$ cat src/design/rsc_pkg.sv
// ----------------------------------------------------------------------------
// rsc_pkg: shared types and helpers of the record sort/collapse unit
// Record layout, queue entry, sort key selection.
// ----------------------------------------------------------------------------
package rsc_pkg;

   localparam int CAPACITY = 64;
   localparam int ADDR_W   = (CAPACITY > 1) ? $clog2(CAPACITY) : 1;
   localparam int CNT_W    = $clog2(CAPACITY + 1);
   localparam int QDEPTH   = 2;

   localparam logic [2:0] MODE_BC      = 3'd0;
   localparam logic [2:0] MODE_UMI     = 3'd1;
   localparam logic [2:0] MODE_FPE     = 3'd2;
   localparam logic [2:0] MODE_CNT     = 3'd3;
   localparam logic [2:0] MODE_FPB     = 3'd4;

   typedef struct packed {
      logic [63:0] barcode;
      logic [63:0] umi;
      logic [31:0] eq_class;
      logic [31:0] count;
      logic [31:0] flags;
      logic [31:0] pad;
   } rec_type;

   localparam int REC_W = $bits(rec_type);

   typedef struct packed {
      rec_type rec;
      logic    store;    // record goes into the store
      logic    close;    // batch ends with this beat
      logic    dropped;  // some record of the batch was dropped
   } qent_type;

   function automatic logic [REC_W-1:0] sort_key(input rec_type r, input logic [2:0] mode);
      logic [REC_W-1:0] k;
      unique case (mode)
         MODE_UMI: k = {r.umi, r.barcode, r.eq_class, r.flags, r.pad, r.count};
         MODE_FPE: k = {r.flags, r.pad, r.eq_class, r.barcode, r.umi, r.count};
         MODE_CNT: k = {r.count, r.barcode, r.umi, r.eq_class, r.flags, r.pad};
         MODE_FPB: k = {r.flags, r.pad, r.barcode, r.umi, r.eq_class, r.count};
         default:  k = {r.barcode, r.umi, r.eq_class, r.flags, r.pad, r.count};
      endcase
      return k;
   endfunction

   function automatic logic same_keys(input rec_type a, input rec_type b);
      return a.barcode == b.barcode && a.umi == b.umi && a.eq_class == b.eq_class &&
             a.flags == b.flags && a.pad == b.pad;
   endfunction

endpackage

$ cat src/design/rsc_front.sv
// ----------------------------------------------------------------------------
// rsc_front: intake and classification
// Tracks batch fill, marks drops, queues store/close beats for the back end.
// ----------------------------------------------------------------------------
module rsc_front (
   input  logic              clock,
   input  logic              reset,
   input  logic              in_valid,
   output logic              in_stall,
   input  rsc_pkg::rec_type  in_rec,
   input  logic              in_last,
   output logic              q_valid,
   output rsc_pkg::qent_type q_head,
   input  logic              q_pop
);

   localparam int QW = $clog2(rsc_pkg::QDEPTH + 1);
   localparam int QA = $clog2(rsc_pkg::QDEPTH);

   rsc_pkg::qent_type         q_ff [rsc_pkg::QDEPTH];
   logic [QA-1:0]             wp_ff, wp_in, rp_ff, rp_in;
   logic [QW-1:0]             lvl_ff, lvl_in;
   logic [rsc_pkg::CNT_W-1:0] fill_ff, fill_in;
   logic                      drop_ff, drop_in;
   logic                      acc, has_room, push;
   rsc_pkg::qent_type         ent;

   assign in_stall = (lvl_ff == QW'(rsc_pkg::QDEPTH));
   assign acc      = in_valid && !in_stall;
   assign has_room = (fill_ff < rsc_pkg::CNT_W'(rsc_pkg::CAPACITY));

   always_comb begin
      ent.rec     = in_rec;
      ent.store   = has_room;
      ent.close   = in_last;
      ent.dropped = drop_ff || !has_room;
      push        = acc && (has_room || in_last);
      fill_in     = fill_ff;
      drop_in     = drop_ff;
      if (acc) begin
         if (in_last) begin
            fill_in = '0;
            drop_in = 1'b0;
         end else if (has_room) begin
            fill_in = fill_ff + 1'b1;
         end else begin
            drop_in = 1'b1;
         end
      end
      wp_in  = push  ? QA'((32'(wp_ff) + 1) % rsc_pkg::QDEPTH) : wp_ff;
      rp_in  = q_pop ? QA'((32'(rp_ff) + 1) % rsc_pkg::QDEPTH) : rp_ff;
      lvl_in = lvl_ff + QW'(push) - QW'(q_pop);
   end

   always_ff @(posedge clock) begin
      if (reset) begin
         wp_ff   <= '0;
         rp_ff   <= '0;
         lvl_ff  <= '0;
         fill_ff <= '0;
         drop_ff <= 1'b0;
      end else begin
         wp_ff   <= wp_in;
         rp_ff   <= rp_in;
         lvl_ff  <= lvl_in;
         fill_ff <= fill_in;
         drop_ff <= drop_in;
      end
      if (push) begin
         q_ff[wp_ff] <= ent;
      end
   end

   assign q_valid = (lvl_ff != '0);
   assign q_head  = q_ff[rp_ff];

endmodule

$ cat config.mk
export PLATFORM = sky130hd
export DESIGN_NAME = rsc_front
export DESIGN_NICKNAME = d
export VERILOG_FILES = /design/src/design/rsc_pkg.sv /design/src/design/rsc_front.sv
export SDC_FILE = /design/constraint.sdc
export NUM_CORES = 1
export LEC_CHECK = 0
export BUFFER_PORTS_ARGS = -buffer_cell sky130_fd_sc_hd__buf_2
export CAP_MARGIN = 0
export CORE_MARGIN = 4
export CORE_UTILIZATION = 47
export DETAILED_ROUTE_END_ITERATION = 10
export GPL_TIMING_DRIVEN = 0
export PLACE_DENSITY = 0.85
export SETUP_SLACK_MARGIN = 0.1
export SLEW_MARGIN = 40
export SYNTH_ARGS = -nofsm -noshare
export SYNTH_HDL_FRONTEND = slang
export SYNTH_SLANG_ARGS = --single-unit
$ cat constraint.sdc
create_clock -name clock -period 13.75 [get_ports clock]
set_input_delay 0.6875 -clock clock [delete_from_list [all_inputs] [get_ports clock]]
set_output_delay 0.6875 -clock clock [all_outputs]
set_load 0.005 [all_outputs]
# [Word-level counts from Yosys, hierarchy flattened]
# Memory sizes are Yosys's and may differ from the RTL's. A register that Yosys moved wholly into a read port is not among the register bits.
# Index checks and enable logic that the tools add are counted.
[word_totals] regBits=12 output_inout_bits=261 wordCells=32 mem_bits_rw=518 in_bits=261 memories=1
[memory_table] memory="q_ff" words=2 width=259 read_ports=1 rd_ports_with_merged_regs=1 wr=1 line="rsc_front.sv:20" rtl="rsc_pkg::qent_type q_ff [rsc_pkg::QDEPTH];"
[classes] mux=8 order_cmp=1 eq_ne=2 n_reduce_logical=10 add_sub_neg=5
[op_table] cell="7-bit two-way mux" n=2
[op_table] cell="7-bit by 1-bit adder with 7-bit output (second input constant)" n=1
[op_table] cell="7-bit < comparator (second input constant)" n=1
[op_table] cell="1-bit two-way mux" n=6
[op_table] cell="2-bit AND reduction" n=2
[op_table] cell="2-bit nonzero test" n=2
[op_table] cell="1-bit adder (second input constant)" n=2
[op_table] cell="2-bit by 1-bit adder with 2-bit output" n=1
[op_table] cell="2-bit equality test (second input constant)" n=1
[op_table] cell="1-bit logical AND" n=2
[op_table] cell="1-bit zero test" n=2
[op_table] cell="1-bit logical OR" n=2
[op_table] cell="2-bit != test (second input constant)" n=1
[op_table] cell="2-bit by 1-bit subtractor with 2-bit output" n=1

# [Longest topological paths before layout]
# Gate-level depths: netlist of run 1.
[logic_depth] depth_word=6 ltp_mapped=9 ltp_nobuf=9

# [Worst setup path after synthesis of run 1]
# OpenSTA, ideal clock, no wires.
[synth_timing] kind="input to register" startpoint="input in_valid" endpoint="memory q_ff[1][0] (netlist name) (enable)" path_buffers=1 required_ns=12.866 setup_ns=0.884 path_slack_ns=0.825 stages=4 arrival_time_ns=12.041 path_cell_list="buf_4 -> inv_1 -> or3_1 -> nor2_1"
[synth_between] elab_chain_len=4
[synth_lines] item="start, declared" line="rsc_front.sv:8" rtl="input logic in_valid,"
[synth_lines] item="1-bit logical AND" line="rsc_front.sv:29" rtl="assign acc = in_valid && !in_stall;"
[synth_lines] item="1-bit logical AND" line="rsc_front.sv:37" rtl="push = acc && (has_room || in_last);"
[synth_lines] item="1-bit two-way mux" line="rsc_front.sv:69" rtl="if (push) begin"
[synth_lines] item="1-bit two-way mux (not written as such)" line="rsc_front.sv:70" rtl="q_ff[wp_ff] <= ent;"
[synth_lines] item="end, declared" line="rsc_front.sv:20"
# Every way passes these cells.

==> results_dict.tcl, run 1 <==
set metrics [dict create \
    ir_worst_vdd_mv 0.132 \
    yosysWarnings 0 \
    syn_avg_cell_area_um2 21.9 \
    cts_resized 0 \
    ctsRootBufferMaster "clkbuf_16" \
    power-per-cell-area_nw_per_um2 157 \
    p_seq_share_pct 51.2 \
    grt_antenna_before_repair 9 \
    syn_nets 1146 \
    post-route-min-period_ns 3.08 \
    critPathLaunchType "flop" \
    status "completed" \
    gp_congestion 0.834 \
    grt_setup_unrepaired "no" \
    clkPwrFrac_pct 35.7 \
    p_leak_nw 9.24 \
    max-cap-violations 0 \
    drt_iter0_drc 789 \
    die_w_um 211 \
    min_period_over_period_pct 22.4 \
    grt_first_pass_wirelength_um 67900 \
    dp_hpwl_um 32700 \
    via_per_inst 5.18 \
    cts.path.max_buffers 3 \
    synth_cells 882 \
    hold_path_class "in2reg" \
    multi_input_area_um2 3290 \
    cpPeakStageDelay_ns 0.44 \
    final_util_pct 61.4 \
    initial_core_util_pct 48.0 \
    wirelength_um 46400 \
    die_area_um2 44400 \
    final_cell_count_no_fill 2046 \
    required_ns 13.06 \
    critPathMaxFanout 10 \
    syn-cell-area_um2 19300 \
    gr-total-overflow 0 \
    ant_nets 0 \
    yosysMostFrequentCell "edfxtp_1" \
    grt_max_degree 82 \
    layout-drive-gt1-share_pct 60.1 \
    cts_buffers 52 \
    first_pass_iters 5 \
    die_h_um 211 \
    arrival_ns 2.39 \
    ys.flop_type "edfxtp_1" \
    netlist_top_cells_count "518 x edfxtp_1, 259 x mux2_2, 29 x buf_2" \
    yosysSeqAreaShare_pct 81.9 \
    hold_viol 0 \
    ys_ff_latch 531 \
    tightest_slew_ns 0.575 \
    h-tree-depth 2 \
    cts_setup_buffers 0 \
    holdBufCountCts 0 \
    power.switching_w 0.000895 \
    comb_power_share_pct 13.1 \
    crit_family "buffers and inverters" \
    slew-limit-headroom_pct 61.5 \
    critPathCaptureType "output port" \
    worst-r2r-setup-slack_ns 10.88 \
    ys_top_cells_by_area "edfxtp_1 81%, mux2_2 15%, dfxtp_1 1.3%" \
    synth-edff-count 518 \
    clk_pin_slew_ns 0.07 \
    gr-usage-all-layers_pct 19.8 \
    fp.coreArea_um2 40200 \
    drc 0 \
    p_int_w 0.00298 \
    clock_skew_ns 0.0140 \
    p_total_w 0.00388 \
    synth_top_area_share_pct 80.6 \
    cts_tree "built" \
    synth_area_leader_cell "edfxtp_1" \
    holdWs_ns 0.298 \
    regArea_um2 15800 \
    slew_violations 0 \
    grt_pass1_vias 11183 \
    p_sw_share_pct 23.1 \
    path_cells "buf_2 -> buf_2 -> buf_2 -> mux2_2 -> buf_2" \
    fmax_mhz 325 \
    dp.cells 1944 \
    synthArstFlopShare_pct 0 \
    synthDistinctLibCells 32 \
    setup_viol_count_final 0 \
    crit_type "reg2out" \
    n_fill_cell 2825 \
    via_count 10592 \
    cts_sinks 531 \
    std_cell_rows 73 \
    clock_latency_ns 0.58 \
    nNetsFinal 1737 \
    wl_per_cell_um 22.7 \
    area_delta_synth_final_pct 27.8 \
    path_common_cell "buf_2" \
    numPortBuffers 520 \
    fin_setup_tns_ns 0 \
    crit_buf_inv 4 \
    slowest_stage "buf_2" \
    io_pins 522 \
]
stage by stage:
stage | cell area [um2] | setup WS, ns
2_1_floorplan | 19300 | 0.825
3_5_place_dp | 23000 | 10.47
3_3_place_gp | 22600 | -4.57
5_1_grt | 24700 | 10.51
4_1_cts | 24600 | 10.47
6_report | 24700 | 10.67
state kept, by name, summed over array words and instances, names as in the netlist, named ones only:
register and count:
drop_ff 1, fill_ff 7, lvl_ff 2, q_ff 518, rp_ff 1, wp_ff 1
area by class of cell:
cell class | instances | area share (%)
sequential | 531 | 64.1
multi-input combinational | 311 | 13.3
timing repair buffer | 537 | 12.2
clock buffer | 55 | 5.41
tap | 525 | 2.66
clock inverter | 39 | 1.30
buffer | 33 | 0.725
inverter | 7 | 0.137
antenna | 8 | 0.0811
per-layer routing:
metal  global-route usage (%)  share of wire, %  vias to the layer above  wire length, um
met5                        0             0.067                        -               31
li1                         -                 -                     4716                -
met3                     6.67               9.6                       81             4450
met4                     7.04               2.6                        4             1200
met2                     34.2                52                      536            23900
met1                     23.4                36                     5255            16800
cells in the final DEF, fill, tap and decap left out, types with 6 or more instances in the layout:
| master | instances |
|---|---|
| edfxtp_1 | 518 |
| clkinv_2 | 12 |
| diode_2 | 8 |
| mux2_2 | 259 |
| buf_2 | 549 |
| dfxtp_1 | 13 |
| clkinv_1 | 16 |
| buf_16 | 13 |
| clkbuf_16 | 53 |
| inv_1 | 6 |
cells by family (layout without fill, tap and decap cells):
kind of cell	Yosys count	in the layout	synth area share [%]
other	0	8	0
muxes	262	262	15.3
DFF	531	531	81.9
and+or+nand+nor	27	27	0.836
xor gates and xnor gates	2	2	0.0908
AOI/OAI and AO/OA	17	17	0.616
buffers and inverters	40	671	1.06
adders and majority gates	3	3	0.194
power by group through the flow:
stage / clock network [W] / logic [W] / registers, W
global route: 0.00148 / 0.000547 / 0.00200
floorplan: 0 / 0.000241 / 0.00206
finish: 0.00138 / 0.000508 / 0.00199
CTS: 0.00141 / 0.000514 / 0.00199
detailed placement: 0 / 0.000508 / 0.00202
global placement: 0 / 0.000463 / 0.00209
final timing paths:
kind | startpoint | depth (start not counted) | to
min reg2reg | drop_ff | 2 | drop_ff
max | flop | 5 | q_head[104]
min | in_rec[156] | 1 | q_ff[0][159]
max reg2reg | lvl_ff[0] | 9 | q_ff[1][126]
No activity file was read; power rests on OpenSTA's default activity.
==> run 2, diff against run 1 <==
ABC_AREA = 1   (was unset)
CORE_UTILIZATION = 48   (was 47)
clock period = 2.5 ns   (was 13.75 ns; I/O delays follow)
==> run 2 against run 1 <==
Core utilization increased by 7.7 points. Clock skew about the same. Setup slack got worse by 10 ns. Register-to-register slack got worse by 11 ns. Sequential share of layout area decreased by 8.6 points. Total power increased to 5.8 times the previous value. Non-clock buffer count increased by 279. Flip-flop and latch count unchanged. Cell area increased by 15%. Largest power group unchanged.
==> results_dict.tcl, run 2 <==
set metrics [dict create \
    status "completed" \
    max_flop_register "q_ff" \
    synth_cells 891 \
    nNetsFinal 2029 \
    drt_iter0_drc 819 \
    tightest_slew_ns 0.285 \
    met2_length_um 29500 \
    clock_latency_ns 0.58 \
    synth_area_leader_cell "edfxtp_1" \
    largest_reg_flops 518 \
    grt_pass1_vias 13627 \
    setup_viol_count_final 0 \
    ir_worst_vdd_mv 0.649 \
    gp_congestion 0.777 \
    syn_avg_cell_area_um2 22.6 \
    clock_skew_ns 0.0143 \
    ys.flop_type "edfxtp_1" \
    min_period_over_period_pct 88.9 \
    arrival_ns 2.49 \
    n_fill_cell 2380 \
    crit_type "reg2reg" \
    grt_antenna_before_repair 3 \
    yosysWarnings 0 \
    io_pins 522 \
    via_per_inst 5.17 \
    initial_core_util_pct 48.9 \
    ys_ff_latch 531 \
    wirelength_um 56000 \
    grt_setup_unrepaired "no" \
    drc 0 \
    required_ns 2.77 \
    slew_violations 0 \
    ctsRootBufferMaster "clkbuf_16" \
    fmax_mhz 450 \
    synth_top_area_share_pct 77.1 \
    mostFrequentLayoutCells "525 x buf_2, 518 x edfxtp_1, 263 x dlygate4sd3_1" \
    grt_max_degree 22 \
    wl_met1_um 19300 \
    multi_input_area_um2 4020 \
    final_common_cell "buf_2" \
    synth-edff-count 518 \
    synthArstFlopShare_pct 0 \
    synthDistinctLibCells 17 \
    std_cell_rows 74 \
    yosysMostFrequentCell "edfxtp_1" \
    cts_sinks 531 \
    wl_per_cell_um 24.0 \
    syn_nets 1155 \
    slew-limit-headroom_pct 81.0 \
    syn-cell-area_um2 20200 \
    power-per-cell-area_nw_per_um2 789 \
    ys_top_cells_by_area "edfxtp_1 77%, mux2_4 16%, mux2_2 2.7%" \
    dp.cells 1978 \
    critPathCaptureType "flop" \
    netlist_top_cells_count "518 x edfxtp_1, 210 x mux2_4, 49 x mux2_2" \
    final_util_pct 69.1 \
    fp.coreArea_um2 41200 \
    cts_resized 0 \
    met3_length_um 4710 \
    die_area_um2 45300 \
    numPortBuffers 521 \
    via_count 12068 \
    die_h_um 213 \
    area_delta_synth_final_pct 41.2 \
    critPathLaunchType "flop" \
    max-cap-violations 0 \
    final_cell_count_no_fill 2336 \
    critPathMaxFanout 20 \
    cts_tree "built" \
    clk_pin_slew_ns 0.06 \
    cts_buffers 52 \
    layout-drive-gt1-share_pct 51.2 \
    grt_first_pass_wirelength_um 82000 \
    ant_nets 0 \
    cts.path.max_buffers 3 \
    regArea_um2 15800 \
    reg_top3 "q_ff: 518 flops, fill_ff: 7 flops, lvl_ff: 2 flops" \
    hold_path_class "in2reg" \
    p_total_w 0.0225 \
    gr-total-overflow 0 \
    yosysSeqAreaShare_pct 78.4 \
    die_w_um 213 \
    gr-usage-all-layers_pct 24.0 \
    post-route-min-period_ns 2.22 \
    hold_viol 0 \
    h-tree-depth 2 \
    dp_hpwl_um 33700 \
    p_leak_nw 11.3 \
    top_layer "met5" \
    first_pass_iters 7 \
]
[run 2: cell count changes in the layout (fill, tap and decap cells not counted), sizes merged, moves of 6 or more]
cell	change
dlygate4sd3	+263
buf	+17
nand2	+14
inv	+10
nor2	+8
diode	-7
clkinv	-6
nand3	+6
[run 2: worst max-delay path: stages, from the launching register on]
cell and delay (ns):
dfxtp_2 0.35, inv_2 0.06, nand2_4 0.08, nand3_4 0.13
nor2_4 0.18, buf_16 0.17, buf_16 0.15, buf_16 0.17
buf_8 0.18, buf_8 0.18, buf_8 0.21
[run 2: final cells by class]
type	instances	share of cell area, %
clock inverter	33	1.04
inverter	16	0.211
timing repair buffer	820	21.0
tap	532	2.34
sequential	531	55.6
clock buffer	59	4.66
antenna	1	0.00879
buffer	29	1.06
multi-input combinational	315	14.1
[run 2: metrics by stage]
stage | area, um2 | setup slack [ns] | TNS (ns) | hold WS [ns]
after floorplan | 20200 | -2.36 | -1218.25 | 0.189
after global placement | 23500 | -4.39 | -2256.99 | 0.312
after detailed placement | 24200 | 0.0157 | 0 | 0.316
after CTS | 28500 | 0.255 | 0 | 0.221
after global routing | 28500 | 0.167 | 0 | 0.235
final | 28500 | 0.277 | 0 | 0.263
[run 2: worst paths after layout]
check / to / cells past startpoint / slack (ns) / from
worst max-delay path: q_ff[0][144] / 10 / 0.28 / lvl_ff[0]
worst min-delay path: q_ff[0][57] / 2 / 0.26 / in_rec[54]
worst max register to register: q_ff[0][144] / 10 / 0.28 / lvl_ff[0]
worst min register to register: drop_ff / 2 / 0.46 / drop_ff
[run 2: repair_timing]
item,CTS,global route
setup endpoints to repair,40,0
buffers inserted,2,0
hold endpoints to repair,525,0
hold buffers,263,0
[run 2: per-layer routing]
metal	GRT usage (%)	vias up
li1	-	5269
met4	10.8	4
met1	26.2	6021
met3	6.14	137
met2	44.0	637
met5	0	-
[run 2: cell families after synthesis]
logic type      after synthesis  synth area share [%]
mux                         259                  18.4
buf+inv                      45                  1.79
compound gates               12                 0.298
flops                       531                  78.4
fa+ha+maj                     3                 0.186
xor+xnor                      2                0.0869
simple gates                 39                 0.825
[run 2: power breakdown]
part	internal (W)	switching, W	leakage [nW]
logic	0.00206	0.00177	5.60
clock network	0.00432	0.00331	0.797
registers	0.0107	0.000264	4.93
total	0.0171	0.00534	11.3
==> run 3, diff against run 2 <==
CORE_UTILIZATION = 50   (was 48)
clock period = 2.25 ns   (was 2.5 ns; I/O delays follow)
==> run 3 against run 2 <==
Critical path depth stayed put. Highest routed layer unchanged. Clock skew up 0.0040 ns. Largest power group unchanged. Critical path type unchanged. Fmax grew 5.5%. Setup slack lost 0.13 ns. Critical endpoint is now q_ff[1][216]. Global-route usage up 1.9 points. Sequential power increased by 12%. Combinational power rose by 20%.
==> results_dict.tcl, run 3 (synthesized netlist as in run 2, its figures left out) <==
set metrics [dict create \
    placed_area_um2 24100 \
    timing.rr.start "lvl_ff[1]" \
    first_pass_iters 5 \
    drc 0 \
    h-tree-depth 2 \
    post-route-min-period_ns 2.11 \
    path_cells "nand2_4 -> nand3_4 -> nor2_4 -> buf_4 -> buf_12 -> buf_12 -> buf_16 -> buf_12 -> buf_12 -> buf_16" \
    cpPeakStageDelay_ns 0.37 \
    clock_skew_ns 0.0182 \
    hold_path_class "in2reg" \
    grt_max_degree 22 \
    via_count 12471 \
    max_flop_register "q_ff" \
    grt_antenna_before_repair 6 \
    reg_top3 "q_ff: 518 flops, fill_ff: 7 flops, lvl_ff: 2 flops" \
    ir_worst_vdd_mv 0.961 \
    arrival_ns 2.38 \
    wirelength_um 59700 \
    n_fill_cell 2189 \
    largest_reg_flops 518 \
    pre_cts_ws_ns -0.440 \
    cp_num_cells 10 \
    dp.cells 1969 \
    cts_buffers 51 \
    ctsRootBufferMaster "clkbuf_16" \
    min_period_over_period_pct 93.7 \
    drt_iter0_drc 866 \
    fp.coreArea_um2 39800 \
    worst-r2r-setup-slack_ns 0.14 \
    wl_per_cell_um 25.1 \
    status "completed" \
    gr-usage-all-layers_pct 25.9 \
    slew_violations 0 \
    tightest_slew_ns 0.318 \
    clk_pin_slew_ns 0.07 \
    final_common_cell "buf_2" \
    crit_end "q_ff[1][216]" \
    critPathCaptureType "flop" \
    max-cap-violations 0 \
    cts_sinks 531 \
    slew-limit-headroom_pct 78.6 \
    clock_latency_ns 0.58 \
    hold_viol 0 \
    crit_type "reg2reg" \
    power-per-cell-area_nw_per_um2 870 \
    fmax_mhz 475 \
    std_cell_rows 73 \
    setup_viol_count_final 0 \
    p_total_w 0.0252 \
    numPortBuffers 521 \
    slowest_stage "dfxtp_1" \
    path_common_cell "buf_12" \
    ant_nets 0 \
    crit_family "buffers and inverters" \
    cp-startpoint "lvl_ff[1]" \
    area_delta_synth_final_pct 43.3 \
    grt_first_pass_wirelength_um 85200 \
    crit_buf_inv 7 \
    via_per_inst 5.24 \
    required_ns 2.53 \
    final_cell_area_um2 28900 \
    mostFrequentLayoutCells "525 x buf_2, 518 x edfxtp_1, 261 x dlygate4sd3_1" \
    cts.path.max_buffers 3 \
    cts_tree "built" \
    r2r.worst_path.cells 10 \
    initial_core_util_pct 50.6 \
    gp_congestion 0.804 \
    layout-drive-gt1-share_pct 52.5 \
    grt_setup_unrepaired "no" \
    die_area_um2 43600 \
    dp_hpwl_um 33600 \
    die_h_um 209 \
    p_leak_nw 11.6 \
    die_w_um 209 \
    gr-total-overflow 0 \
    setup_slack_ns 0.143 \
    critPathMaxFanout 17 \
    holdWs_ns 0.258 \
    rr_endpoint "q_ff[1][216]" \
    io_pins 522 \
    critPathLaunchType "flop" \
    final_cell_count_no_fill 2380 \
    nNetsFinal 2075 \
    grt_pass1_vias 13494 \
]
[run 3: cell types whose count changed in the layout (fill, tap and decap cells not counted), moves of 3 or more]
cell	delta
clkbuf_1	+4
inv_6	-3
diode_2	+4
buf_4	+47
buf_16	-3
buf_6	-6
buf_8	-8
buf_12	+17
clkinv_1	-3
[run 3: routing by layer]
metal	global-route usage, %	part of all wire (%)	vias to the layer above
met5	0	0.045	-
met4	9.68	3.7	4
met3	6.56	8.2	128
met2	48.2	54	744
met1	28.5	34	6229
li1	-	-	5366
[run 3: worst min-delay path by stage]
| stage | start | endpoint | slack, ns | cells after the start |
|---|---|---|---|---|
| after floorplan | reset | lvl_ff[0] | 0.18 | 1 |
| after global routing | in_rec[127] | q_ff[0][130] | 0.25 | 2 |
| after global placement | in_rec[29] | q_ff[0][32] | 0.30 | 1 |
| after detailed placement | in_rec[7] | q_ff[1][10] | 0.30 | 1 |
| after CTS | in_rec[5] | q_ff[1][8] | 0.21 | 2 |
| final | in_rec[127] | q_ff[0][130] | 0.26 | 2 |
[run 3: final cells by class]
| cell class | count | area, um2 | area share (%) |
|---|---|---|---|
| well taps | 525 | 657 | 2.27 |
| multi-input cells | 315 | 4020 | 13.9 |
| flip-flops and latches | 531 | 15800 | 54.7 |
| inverters | 16 | 60.1 | 0.208 |
| diodes | 5 | 12.5 | 0.0433 |
| plain buffers | 29 | 334 | 1.16 |
| repair buffers | 867 | 6410 | 22.2 |
| clock inverters | 28 | 218 | 0.753 |
| clock buffers | 64 | 1370 | 4.73 |
[run 3: metrics by stage]
stage | utilization [%] | setup TNS [ns]
after global placement | 58.9 | -2361.17
after floorplan | - | -1348.00
final | 72.6 | 0
after CTS | 71.9 | 0
after detailed placement | 60.5 | -42.12
after global routing | 72.6 | 0
[run 3: what timing repair did]
action,4_1_cts,5_1_grt
hold endpoints to repair,525,0
resized for setup,23,3
setup buffers,22,30
pin swaps,2,2
endpoints found under the setup margin,291,135
hold buffers,261,0
cloned,2,0
[run 3: worst reg2reg max path: cells and delay by family, from the launching register on]
family / cells / cell delay [ns]
buffers and inverters: 7 / 1.08
and+or+nand+nor: 3 / 0.35
DFF: 1 / 0.37
[run 3: power by group]
group	total [W]	internal [W]	switching [W]
combinational	0.00458	0.00251	0.00208
clock	0.00832	0.00465	0.00367
sequential	0.0123	0.0119	0.000310
